==> config.mk <==
export PLATFORM = sky130hd
export DESIGN_NAME = array_statistics_core_flat
export DESIGN_NICKNAME = d
export VERILOG_FILES = /design/src/rtl/arrstat_pkg.sv /design/src/rtl/arrstat_in_if.sv /design/src/rtl/arrstat_out_if.sv /design/src/rtl/array_statistics_core.sv /design/src/rtl/arrstat_ctrl.sv /design/src/rtl/arrstat_dp.sv /design/src/flat_wrapper.sv
export SDC_FILE = /design/constraint.sdc
export NUM_CORES = 2
export LEC_CHECK = 0
export BUFFER_PORTS_ARGS = -buffer_cell sky130_fd_sc_hd__buf_2
export CORE_MARGIN = 2
export CORE_UTILIZATION = 55
export CTS_BUF_LIST = sky130_fd_sc_hd__clkbuf_8
export DETAILED_ROUTE_END_ITERATION = 10
export PLACE_DENSITY = 0.78
export SLEW_MARGIN = 30
export SYNTH_ARGS = -nofsm -noshare
export SYNTH_HDL_FRONTEND = slang
export SYNTH_HIERARCHICAL = 1
export SYNTH_SLANG_ARGS = --single-unit
==> constraint.sdc <==
create_clock -name clk -period 9.1 [get_ports clk]
set_input_delay 0.91 -clock clk [delete_from_list [all_inputs] [get_ports clk]]
set_output_delay 0.91 -clock clk [all_outputs]
set_load 0.02 [all_outputs]
==> src/rtl/arrstat_pkg.sv <==
package arrstat_pkg;

  localparam int SMP_W       = 16;
  localparam int MAX_SAMPLES = 1024;
  localparam int CNT_W       = $clog2(MAX_SAMPLES + 1);
  localparam int OUT_CNT_W   = 11;
  localparam int SUM_W       = SMP_W + CNT_W;
  localparam int MAG_W       = SUM_W - 1;
  localparam int SSQ_W       = 2 * SMP_W - 2 + CNT_W;
  localparam int PROD_W      = CNT_W + SSQ_W;
  localparam int NN_W        = 2 * CNT_W;
  localparam int FRAC_W      = 8;
  localparam int DVS_W       = NN_W;
  localparam int DVD_W       = PROD_W + 2 * FRAC_W;
  localparam int OUT_W       = 24;
  localparam int SQ_IN_W     = 48;
  localparam int RT_W        = SQ_IN_W / 2;
  localparam int SREM_W      = RT_W + 2;
  localparam int STEP_W      = $clog2(DVD_W);

  localparam logic [OUT_W-1:0] MEAN_POS_MAX = 24'h7F_FFFF;
  localparam logic [OUT_W-1:0] MEAN_NEG_MIN = 24'h80_0000;
  localparam logic [OUT_W-1:0] SD_MAX       = 24'hFF_FFFF;

  typedef enum logic [3:0] {
    ST_ACC,
    ST_MUL,
    ST_MEAN_LD,
    ST_MEAN_DIV,
    ST_MEAN_END,
    ST_VAR_LD,
    ST_VAR_DIV,
    ST_SQRT_LD,
    ST_SQRT,
    ST_SQRT_END,
    ST_FIN
  } ctrl_state_t;

  typedef struct packed {
    logic acc;
    logic mul;
    logic mean_ld;
    logic var_ld;
    logic div_step;
    logic mean_end;
    logic sqrt_ld;
    logic sqrt_step;
    logic sqrt_end;
    logic finish;
  } dp_cmd_t;

  typedef struct packed {
    logic few;
  } dp_status_t;

endpackage

==> src/rtl/arrstat_in_if.sv <==
interface arrstat_in_if import arrstat_pkg::*; ();
  logic                    valid;
  logic                    ready;
  logic signed [SMP_W-1:0] sample;
  logic                    last;

  modport source (output valid, output sample, output last, input ready);
  modport sink (input valid, input sample, input last, output ready);
endinterface

==> src/rtl/arrstat_out_if.sv <==
interface arrstat_out_if import arrstat_pkg::*; ();
  logic                        valid;
  logic                        ready;
  logic signed [SMP_W-1:0]     max_value;
  logic signed [SMP_W-1:0]     min_value;
  logic signed [OUT_W-1:0]     mean_value;
  logic        [OUT_W-1:0]     std_dev;
  logic        [OUT_CNT_W-1:0] sample_count;
  logic                        too_few;

  modport source (output valid, output max_value, output min_value, output mean_value,
                  output std_dev, output sample_count, output too_few, input ready);
  modport sink (input valid, input max_value, input min_value, input mean_value,
                input std_dev, input sample_count, input too_few, output ready);
endinterface

==> src/rtl/array_statistics_core.sv <==
// running statistics over sets of signed 16-bit samples
// in_ch carries one sample per word with a last flag; a word is taken when
// valid and ready are both high. out_ch carries one result word per set:
// max, min, mean (signed 16.8), sample std deviation with divisor n-1
// (unsigned 16.8), the sample count and a flag for a one-sample set.
// samples of a set are taken one per cycle. after the last word the input
// stalls while the result is worked out: a multiply step, a serial
// restoring division for the mean, a second division on the same divider
// for the variance and a bit-serial square root; a one-sample set skips
// the variance and the square root before out valid.
// samples beyond 1024 in one set are ignored, but their last flag still
// closes the set. the result sits in an output register until taken; the
// next set is accepted meanwhile, and only its completion waits for a
// stalled receiver. synchronous reset clears the accumulators and drops
// out valid; the block is ready for samples in the first cycle after it.
module array_statistics_core import arrstat_pkg::*; (
  input logic         clk,
  input logic         rst_n,
  arrstat_in_if.sink  in_ch,
  arrstat_out_if.source out_ch
);

  dp_cmd_t    cmd;
  dp_status_t status;

  arrstat_ctrl u_ctrl (
    .clk       (clk),
    .rst_n     (rst_n),
    .in_valid  (in_ch.valid),
    .in_last   (in_ch.last),
    .in_ready  (in_ch.ready),
    .out_valid (out_ch.valid),
    .out_ready (out_ch.ready),
    .status    (status),
    .cmd       (cmd)
  );

  arrstat_dp u_dp (
    .clk       (clk),
    .rst_n     (rst_n),
    .cmd       (cmd),
    .status    (status),
    .in_sample (in_ch.sample),
    .o_max     (out_ch.max_value),
    .o_min     (out_ch.min_value),
    .o_mean    (out_ch.mean_value),
    .o_sd      (out_ch.std_dev),
    .o_count   (out_ch.sample_count),
    .o_few     (out_ch.too_few)
  );

endmodule

==> src/rtl/arrstat_ctrl.sv <==
module arrstat_ctrl import arrstat_pkg::*; (
  input  logic       clk,
  input  logic       rst_n,
  input  logic       in_valid,
  input  logic       in_last,
  output logic       in_ready,
  output logic       out_valid,
  input  logic       out_ready,
  input  dp_status_t status,
  output dp_cmd_t    cmd
);

  ctrl_state_t       state_r, state_nxt;
  logic [STEP_W-1:0] step_r, step_nxt;
  logic              out_valid_r, out_valid_nxt;
  logic              slot_free;

  assign slot_free = !out_valid_r || out_ready;

  always_ff @(posedge clk) begin
    if (!rst_n) begin
      state_r     <= ST_ACC;
      step_r      <= '0;
      out_valid_r <= 1'b0;
    end else begin
      state_r     <= state_nxt;
      step_r      <= step_nxt;
      out_valid_r <= out_valid_nxt;
    end
  end

  always_comb begin
    state_nxt = state_r;
    unique case (state_r)
      ST_ACC:      if (in_valid && in_last) state_nxt = ST_MUL;
      ST_MUL:      state_nxt = ST_MEAN_LD;
      ST_MEAN_LD:  state_nxt = ST_MEAN_DIV;
      ST_MEAN_DIV: if (step_r == '0) state_nxt = ST_MEAN_END;
      ST_MEAN_END: state_nxt = status.few ? ST_FIN : ST_VAR_LD;
      ST_VAR_LD:   state_nxt = ST_VAR_DIV;
      ST_VAR_DIV:  if (step_r == '0) state_nxt = ST_SQRT_LD;
      ST_SQRT_LD:  state_nxt = ST_SQRT;
      ST_SQRT:     if (step_r == '0) state_nxt = ST_SQRT_END;
      ST_SQRT_END: state_nxt = ST_FIN;
      ST_FIN:      if (slot_free) state_nxt = ST_ACC;
      default:     state_nxt = ST_ACC;
    endcase
  end

  // iteration counter for the divider and square root loops
  always_comb begin
    step_nxt = step_r;
    unique case (state_r) inside
      ST_MEAN_LD, ST_VAR_LD:   step_nxt = STEP_W'(DVD_W - 1);
      ST_SQRT_LD:              step_nxt = STEP_W'(RT_W - 1);
      ST_MEAN_DIV, ST_VAR_DIV,
      ST_SQRT:                 step_nxt = step_r - 1'b1;
      default:                 step_nxt = step_r;
    endcase
  end

  always_comb begin
    cmd           = '0;
    in_ready      = 1'b0;
    out_valid_nxt = out_valid_r && !out_ready;
    unique case (state_r)
      ST_ACC: begin
        in_ready = 1'b1;
        cmd.acc  = in_valid;
      end
      ST_MUL:      cmd.mul       = 1'b1;
      ST_MEAN_LD:  cmd.mean_ld   = 1'b1;
      ST_MEAN_DIV: cmd.div_step  = 1'b1;
      ST_MEAN_END: cmd.mean_end  = 1'b1;
      ST_VAR_LD:   cmd.var_ld    = 1'b1;
      ST_VAR_DIV:  cmd.div_step  = 1'b1;
      ST_SQRT_LD:  cmd.sqrt_ld   = 1'b1;
      ST_SQRT:     cmd.sqrt_step = 1'b1;
      ST_SQRT_END: cmd.sqrt_end  = 1'b1;
      ST_FIN: begin
        if (slot_free) begin
          cmd.finish    = 1'b1;
          out_valid_nxt = 1'b1;
        end
      end
      default: cmd = '0;
    endcase
  end

  assign out_valid = out_valid_r;

endmodule

==> src/rtl/arrstat_dp.sv <==
module arrstat_dp import arrstat_pkg::*; (
  input  logic                        clk,
  input  logic                        rst_n,
  input  dp_cmd_t                     cmd,
  output dp_status_t                  status,
  input  logic signed [SMP_W-1:0]     in_sample,
  output logic signed [SMP_W-1:0]     o_max,
  output logic signed [SMP_W-1:0]     o_min,
  output logic signed [OUT_W-1:0]     o_mean,
  output logic        [OUT_W-1:0]     o_sd,
  output logic        [OUT_CNT_W-1:0] o_count,
  output logic                        o_few
);

  // accumulators
  logic signed [SMP_W-1:0] max_r, min_r;
  logic signed [SUM_W-1:0] sum_r;
  logic [SSQ_W-1:0]        ssq_r;
  logic [CNT_W-1:0]        cnt_r;
  logic signed [2*SMP_W-1:0] sq_prod;
  logic                    room;

  // finishing arithmetic
  logic [MAG_W-1:0]  mag;
  logic [PROD_W-1:0] prod_r, prod_nxt;
  logic [PROD_W-1:0] sqm_r, sqm_nxt;
  logic [NN_W-1:0]   nn1_r, nn1_nxt;
  logic [PROD_W-1:0] diff;

  // shared restoring divider
  logic [DVS_W-1:0] dvs_r;
  logic [DVS_W-1:0] rem_r;
  logic [DVD_W-1:0] dq_r;
  logic [DVS_W:0]   dtrial;
  logic             dge;

  // bit-serial square root
  logic [SQ_IN_W-1:0] sv_r;
  logic [RT_W-1:0]    root_r;
  logic [SREM_W-1:0]  srem_r;
  logic [SREM_W+1:0]  strial, stest;
  logic               sge;
  logic [RT_W:0]      root_rnd;

  logic [OUT_W-1:0] mean_r, mean_nxt;
  logic [OUT_W-1:0] sd_r;

  assign room    = cnt_r < CNT_W'(MAX_SAMPLES);
  assign sq_prod = in_sample * in_sample;

  always_ff @(posedge clk) begin
    if (!rst_n || cmd.finish) begin
      max_r <= {1'b1, {(SMP_W-1){1'b0}}};
      min_r <= {1'b0, {(SMP_W-1){1'b1}}};
      sum_r <= '0;
      ssq_r <= '0;
      cnt_r <= '0;
    end else if (cmd.acc && room) begin
      if (in_sample > max_r) max_r <= in_sample;
      if (in_sample < min_r) min_r <= in_sample;
      sum_r <= sum_r + SUM_W'(in_sample);
      ssq_r <= ssq_r + SSQ_W'($unsigned(sq_prod));
      cnt_r <= cnt_r + 1'b1;
    end
  end

  assign status.few = (cnt_r == CNT_W'(1));

  assign mag      = sum_r[SUM_W-1] ? MAG_W'(-sum_r) : MAG_W'(sum_r);
  assign prod_nxt = cnt_r * ssq_r;
  assign sqm_nxt  = mag * mag;
  assign nn1_nxt  = cnt_r * (cnt_r - 1'b1);
  assign diff     = prod_r - sqm_r;

  always_ff @(posedge clk) begin
    if (cmd.mul) begin
      prod_r <= prod_nxt;
      sqm_r  <= sqm_nxt;
      nn1_r  <= nn1_nxt;
    end
  end

  // one quotient bit per cycle, quotient shifts into the dividend register
  assign dtrial = {rem_r, dq_r[DVD_W-1]};
  assign dge    = dtrial >= {1'b0, dvs_r};

  always_ff @(posedge clk) begin
    if (cmd.mean_ld) begin
      // round to nearest: (2*mag*256 + n) / (2*n)
      dq_r  <= DVD_W'({mag, 1'b0, {FRAC_W{1'b0}}}) + DVD_W'(cnt_r);
      dvs_r <= DVS_W'({cnt_r, 1'b0});
      rem_r <= '0;
    end else if (cmd.var_ld) begin
      dq_r  <= {diff, {(2*FRAC_W){1'b0}}};
      dvs_r <= nn1_r;
      rem_r <= '0;
    end else if (cmd.div_step) begin
      rem_r <= dge ? DVS_W'(dtrial - {1'b0, dvs_r}) : dtrial[DVS_W-1:0];
      dq_r  <= {dq_r[DVD_W-2:0], dge};
    end
  end

  always_comb begin
    if (sum_r[SUM_W-1]) begin
      mean_nxt = (dq_r > DVD_W'(MEAN_NEG_MIN)) ? MEAN_NEG_MIN : OUT_W'(-dq_r);
    end else begin
      mean_nxt = (dq_r > DVD_W'(MEAN_POS_MAX)) ? MEAN_POS_MAX : dq_r[OUT_W-1:0];
    end
  end

  always_ff @(posedge clk) begin
    if (cmd.mean_end) mean_r <= mean_nxt;
  end

  assign strial = {srem_r, sv_r[SQ_IN_W-1 -: 2]};
  assign stest  = (SREM_W+2)'({root_r, 2'b01});
  assign sge    = strial >= stest;

  // remainder is value minus root squared, so rounding is a single compare
  assign root_rnd = (srem_r > SREM_W'(root_r)) ? {1'b0, root_r} + 1'b1 : {1'b0, root_r};

  always_ff @(posedge clk) begin
    if (cmd.sqrt_ld) begin
      sv_r   <= dq_r[SQ_IN_W-1:0];
      root_r <= '0;
      srem_r <= '0;
    end else if (cmd.sqrt_step) begin
      sv_r   <= {sv_r[SQ_IN_W-3:0], 2'b00};
      srem_r <= sge ? SREM_W'(strial - stest) : SREM_W'(strial);
      root_r <= {root_r[RT_W-2:0], sge};
    end
  end

  always_ff @(posedge clk) begin
    if (cmd.sqrt_end) sd_r <= root_rnd[RT_W] ? SD_MAX : root_rnd[OUT_W-1:0];
  end

  always_ff @(posedge clk) begin
    if (cmd.finish) begin
      o_max   <= max_r;
      o_min   <= min_r;
      o_mean  <= mean_r;
      o_sd    <= status.few ? '0 : sd_r;
      o_count <= OUT_CNT_W'(cnt_r);
      o_few   <= status.few;
    end
  end

endmodule

==> src/flat_wrapper.sv <==
// flat-port wrapper written by rule: the top's interface ports become plain ports
module array_statistics_core_flat import arrstat_pkg::*;
  (clk, rst_n, in_ch_valid, in_ch_sample, in_ch_last, in_ch_ready, out_ch_valid, out_ch_max_value, out_ch_min_value, out_ch_mean_value, out_ch_std_dev, out_ch_sample_count, out_ch_too_few, out_ch_ready);
  arrstat_in_if in_ch_i ();
  arrstat_out_if out_ch_i ();
  input logic clk;
  input logic rst_n;
  input wire logic [$bits(in_ch_i.valid)-1:0] in_ch_valid;
  input wire logic [$bits(in_ch_i.sample)-1:0] in_ch_sample;
  input wire logic [$bits(in_ch_i.last)-1:0] in_ch_last;
  output wire logic [$bits(in_ch_i.ready)-1:0] in_ch_ready;
  output wire logic [$bits(out_ch_i.valid)-1:0] out_ch_valid;
  output wire logic [$bits(out_ch_i.max_value)-1:0] out_ch_max_value;
  output wire logic [$bits(out_ch_i.min_value)-1:0] out_ch_min_value;
  output wire logic [$bits(out_ch_i.mean_value)-1:0] out_ch_mean_value;
  output wire logic [$bits(out_ch_i.std_dev)-1:0] out_ch_std_dev;
  output wire logic [$bits(out_ch_i.sample_count)-1:0] out_ch_sample_count;
  output wire logic [$bits(out_ch_i.too_few)-1:0] out_ch_too_few;
  input wire logic [$bits(out_ch_i.ready)-1:0] out_ch_ready;
  assign in_ch_i.valid = in_ch_valid;
  assign in_ch_i.sample = in_ch_sample;
  assign in_ch_i.last = in_ch_last;
  assign in_ch_ready = in_ch_i.ready;
  assign out_ch_valid = out_ch_i.valid;
  assign out_ch_max_value = out_ch_i.max_value;
  assign out_ch_min_value = out_ch_i.min_value;
  assign out_ch_mean_value = out_ch_i.mean_value;
  assign out_ch_std_dev = out_ch_i.std_dev;
  assign out_ch_sample_count = out_ch_i.sample_count;
  assign out_ch_too_few = out_ch_i.too_few;
  assign out_ch_i.ready = out_ch_ready;
  array_statistics_core u_core (.clk(clk), .rst_n(rst_n), .in_ch(in_ch_i), .out_ch(out_ch_i));
endmodule
# --- Word-level counts from Yosys, hierarchy flattened ---
# Cells that the tools add are included.
classes:
  addsub: 12
  n_mul: 4
  div_mod_pow: 0
  n_lt_le_gt_ge: 8
  n_eq_ne: 16
  shift: 0
  muxes: 36
  n_bitwise: 0
  n_reduce_logical: 21
op_table:
  columns: ["op", "count"]
  rows:
  - ["$mux 68", 3]
  - ["$mux 48", 2]
  - ["$mux 24", 3]
  - ["$gt 68x23->1 const B", 1]
  - ["$gt 68x24->1 const B", 1]
  - ["$mul 11x41->52", 1]
  - ["$mul 26x26->52", 1]
  - ["$mux 26", 2]
  - ["$sub 52x52->52", 1]
  - ["$pmux 4 s11", 1]
  - ["$add 41x32->41", 1]
  - ["$add 35x11->36", 1]
  - ["$mul 16x16->32", 1]
  - ["$ge 28x26->1", 1]
  - ["$add 27x16->27", 1]
  - ["$gt 26x24->1", 1]
  - ["$neg 26->26", 1]
  - ["$sub 26x26->26", 1]
  - ["$add 24x1->25 const B", 1]
  - ["$mux 25", 1]
  - ["$mux 12", 2]
  - ["$mux 4", 6]
  - ["$neg 24->24", 1]
  - ["$ge 23x22->1", 1]
  - ["other kinds (28)", 61]
word_totals:
  regBits: 599
  latch_bits: 0
  ram_bits: 0
  mem_bits_ro: 0
  output_inout_bits: 94
  memories: 0

# --- Depth between registers and ports, before layout ---
logic_depth:
  ltp_word: 6
  depth_mapped: 38

# --- Modules after synthesis ---
# Netlist, hierarchy kept.
by_module_without_submodules:
  columns: ["module", "instances", "cells_per_inst", "area_per_inst_um2", "seq_area_each_um2"]
  rows:
  - ["arrstat_dp", 1, 8199, 77386.7, 15605.0]
  - ["arrstat_ctrl", 1, 119, 950.9, 240.2]

# --- Worst setup path after synthesis ---
# No wires, ideal clock.
synth_path:
  path_type: "reg2reg"
  startpoint: "register u_core.u_ctrl.state_r[0]"
  endpoint: "register u_core.u_dp.nn1_r[10] (enable)"
  setup_time_ns: 0.760
  t_arrival_ns: 9.094
  required_time_ns: 8.340
  setup_slack_ns: -0.754
  path_stages_with_launch: 4
  n_path_buf: 1
  cell_sequence: "dfxtp_1 -> buf_4 -> nand2_1 -> nor3_1"
synth_rtl:
  columns: ["item", "line_no", "rtl"]
  rows:
  - ["start: declaration", "arrstat_ctrl.sv:13", "ctrl_state_t state_r, state_nxt;"]
  - ["start signal: assignment", "arrstat_ctrl.sv:26", "state_r <= state_nxt;"]
  - ["end signal: assignment", "arrstat_dp.sv:79", "nn1_r <= nn1_nxt;"]
  - ["end: declaration", "arrstat_dp.sv:27", "logic [NN_W-1:0] nn1_r, nn1_nxt;"]

# --- Worst setup path in the final report ---
layout_path:
  startpoint: "register u_core.u_dp.sum_r[6]"
  endpoint: "register u_core.u_dp.sqm_r[48] (data pin)"
layout_between:
  elab_chain_cells: 3
layout_rtl:
  columns: ["item", "line_no", "rtl"]
  rows:
  - ["start: declaration", "arrstat_dp.sv:17", "logic signed [SUM_W-1:0] sum_r;"]
  - ["start signal: assignment", "arrstat_dp.sv:61", "sum_r <= sum_r + SUM_W'(in_sample);"]
  - ["$neg 26->26", "arrstat_dp.sv:69", "assign mag = sum_r[SUM_W-1] ? MAG_W'(-sum_r) : MAG_W'(sum_r);"]
  - ["$mux 26 (*)", "arrstat_dp.sv:69", null]
  - ["$mul 26x26->52 (*)", "arrstat_dp.sv:71", "assign sqm_nxt = mag * mag;"]
  - ["via u_core.u_dp.sqm_nxt[48]", "arrstat_dp.sv:26", "logic [PROD_W-1:0] sqm_r, sqm_nxt;"]
  - ["end signal: assignment", "arrstat_dp.sv:78", "sqm_r <= sqm_nxt;"]
  - ["end: declaration", "arrstat_dp.sv:26", null]
# Mark *: on every way through the listed nets, which the timed path passes. The rest lies on a longest branch.
# A chain may end at the register's enable or synchronous reset.

==> results.ini <==
[outcome]
status=finished, final reports clean

[clock_network]
tritoncts=done
cts_max_path_buffers=3
path_clk_slew_ns=0.07
cts_buffers=104
ctsHoldBuffers=0
htreeDepth=3
insertion_delay_ns=0.84
root_buffer=clkbuf_8
clock_sinks=596

[logic_synthesis]
post-synth-top-count-cell=inv_1
synth-main-ff-cell=edfxtp_1
ys_types=99
synth_edf_count=391
synth_top_area_cell=fa_1
async_reset_ff_frac=0
postSynthAreaPerCell_sq_um=9.42
yosys_warnings=6
yosysSeqAreaShare=0.202
synth_common_cells=inv_1 (1603), fa_1 (1225), nand2_1 (874)
synthCells=8318
yosysTopAreaCellShare=0.313
synthesis.area_sq_um=78300
synth_area_leaders=fa_1 (31%), edfxtp_1 (15%), ha_1 (9.8%)
synth_seq_cells=596

[placement]
gp_congestion=0.979
hpwl_microns=160000
postPlaceCellArea_sq_um=81700
place_ws_ns=-0.00557
port_buffers=114

[floorplanning]
rows=138
die-area_sq_um=145000
start_util=0.554
core_region_area_sq_um=141000
die_y_microns=381
io_pins=115
die_x_microns=381

[timing]
report.final.slew_viol_count=0
fmax_ghz=0.113
tns_ns=0
setup_slack_ns=0.250
fin_crit_ns=8.85
hold_viol=0
slew_headroom=0.331
finalSetupViolCount=0
fin_crit_sh=0.973
tightest_slew_ns=0.994
rsz0062_at_grt=true
skew_ns=0.0725

[routing]
ant_nets=0
via_per_inst=5.69
drt-wirelength-per-cell_microns=19.5
num_vias=59300
drc=0
drt_iter0_markers=4984
wirelength_microns=204000
firstDrtPassIters=8

[flow_run]
drv_cap=0

[layout]
regArea_sq_um=15900
multi_input_area_sq_um=55600
final_core_util=0.596
final_net_count=10300
fillCellCount=11800
design_area_sq_um=84300
drive_gt1_frac=0.0753
area_growth_pct=7.65

[grt]
track_usage=0.283
grt_pass1_vias=62300
grt_max_degree=78
globalRoute.totalOverflow=0
antenna_found_initial=2
grt_pass1_wl_microns=329000

[setup_path]
worstPathRequired_ns=9.67
cpPeakStageDelay_ns=0.61
start_kind=register
crit_arrival_ns=9.42
worst_path_max_delay_cell=fa_1
crit_top_cell=fa_1
cp_max_fo=17
path_class=reg -> reg
end_kind=register

[worst_hold_path]
min_path_type=reg -> reg

==> final cells by class <==
class	instances	area share
Multi-Input combinational cell	5817	0.659
Sequential cell	596	0.188
Inverter	1614	0.0720
Tap cell	1890	0.0280
Timing Repair Buffer	315	0.0256
Clock buffer	113	0.0184
Clock inverter	80	0.00831
Timing Repair inverter	1	0.0000890
Antenna cell	3	0.0000890
==> logic make-up after synthesis <==
logic type                 share of synthesized area
adders and majority gates                      0.411
AOI/OAI and AO/OA                             0.0994
and+or+nand+nor                                0.133
DFF                                            0.202
muxes                                         0.0205
xor gates and xnor gates                      0.0399
buffers and inverters                         0.0934
other                                      0.0000959
==> through the flow <==
| stage | instances | hold slack (ns) |
|---|---|---|
| after CTS | 10400 | 0.418 |
| after global routing | 10400 | 0.426 |
| final | 10400 | 0.418 |
| after global placement | 10200 | 0.404 |
| after floorplan | 8350 | 0.400 |
| after detailed placement | 10200 | 0.405 |
==> worst paths after layout <==
check	start	endpoint	slack (ns)	depth (start not counted)
setup / recovery	u_core/u_dp/sum_r[6]$_SDFFE_PP0P_	u_core/u_dp/sqm_r[48]$_DFFE_PP_	0.25	33
hold / removal	u_core/u_dp/mean_r[16]$_DFFE_PP_	u_core/u_dp/o_mean[16]$_DFFE_PP_	0.42	0
setup reg to reg	u_core/u_dp/sum_r[6]$_SDFFE_PP0P_	u_core/u_dp/sqm_r[48]$_DFFE_PP_	0.25	33
hold reg to reg	u_core/u_dp/mean_r[16]$_DFFE_PP_	u_core/u_dp/o_mean[16]$_DFFE_PP_	0.42	0
==> layer usage <==
metal	wire [microns]	vias to the layer above	global-route usage
li1	-	26800	-
met5	0	-	0
met4	8940	0	0.113
met3	16700	506	0.0504
met1	81600	29600	0.370
met2	96300	2410	0.466
==> layout by cell type (no fill, tap or decap), drive strengths merged, types with 105 or more instances in the layout <==
cell type | netlist | routed
a21oi | 370 | 370
ha | 616 | 616
nor2 | 524 | 524
a21o | 190 | 190
buf | 51 | 314
dfxtp | 205 | 205
inv | 1604 | 1627
and2 | 214 | 214
o21ai | 225 | 225
fa | 1225 | 1225
nand2b | 132 | 132
xnor2 | 253 | 253
nand2 | 875 | 875
clkbuf | 272 | 114
mux2i | 105 | 105
edfxtp | 391 | 391
==> critical path: cells and delay by family, from the launching register on <==
family	cells	cell delay (ns)
AND/OR/NAND/NOR	7	1.26
flip-flops	1	0.32
buffers and inverters	9	0.92
XOR/XNOR	2	0.32
adder cells (fa/ha/maj)	8	4.01
AO/OA/AOI/OAI	7	1.77
==> timing repair <==
action	CTS	global route
buffers inserted	0	17
gates resized for setup	0	38
endpoints found under the setup margin	0	13
==> sequential cells by signal, indices dropped and copies added, names as in the netlist, 22 cells and up <==
name and count:
u_core/u_dp/sd_r 24, u_core/u_dp/o_mean 24, u_core/u_dp/ssq_r 41, u_core/u_dp/rem_r 22, u_core/u_dp/dq_r 68, u_core/u_dp/srem_r 26
u_core/u_dp/o_sd 24, u_core/u_dp/prod_r 52, u_core/u_dp/sqm_r 51, u_core/u_dp/mean_r 24, u_core/u_dp/sum_r 27, u_core/u_dp/sv_r 48
u_core/u_dp/root_r 24
Power is left out: the tool's default activity adds up to more than one toggle a clock period on the data nets, which glitch-free logic cannot reach.
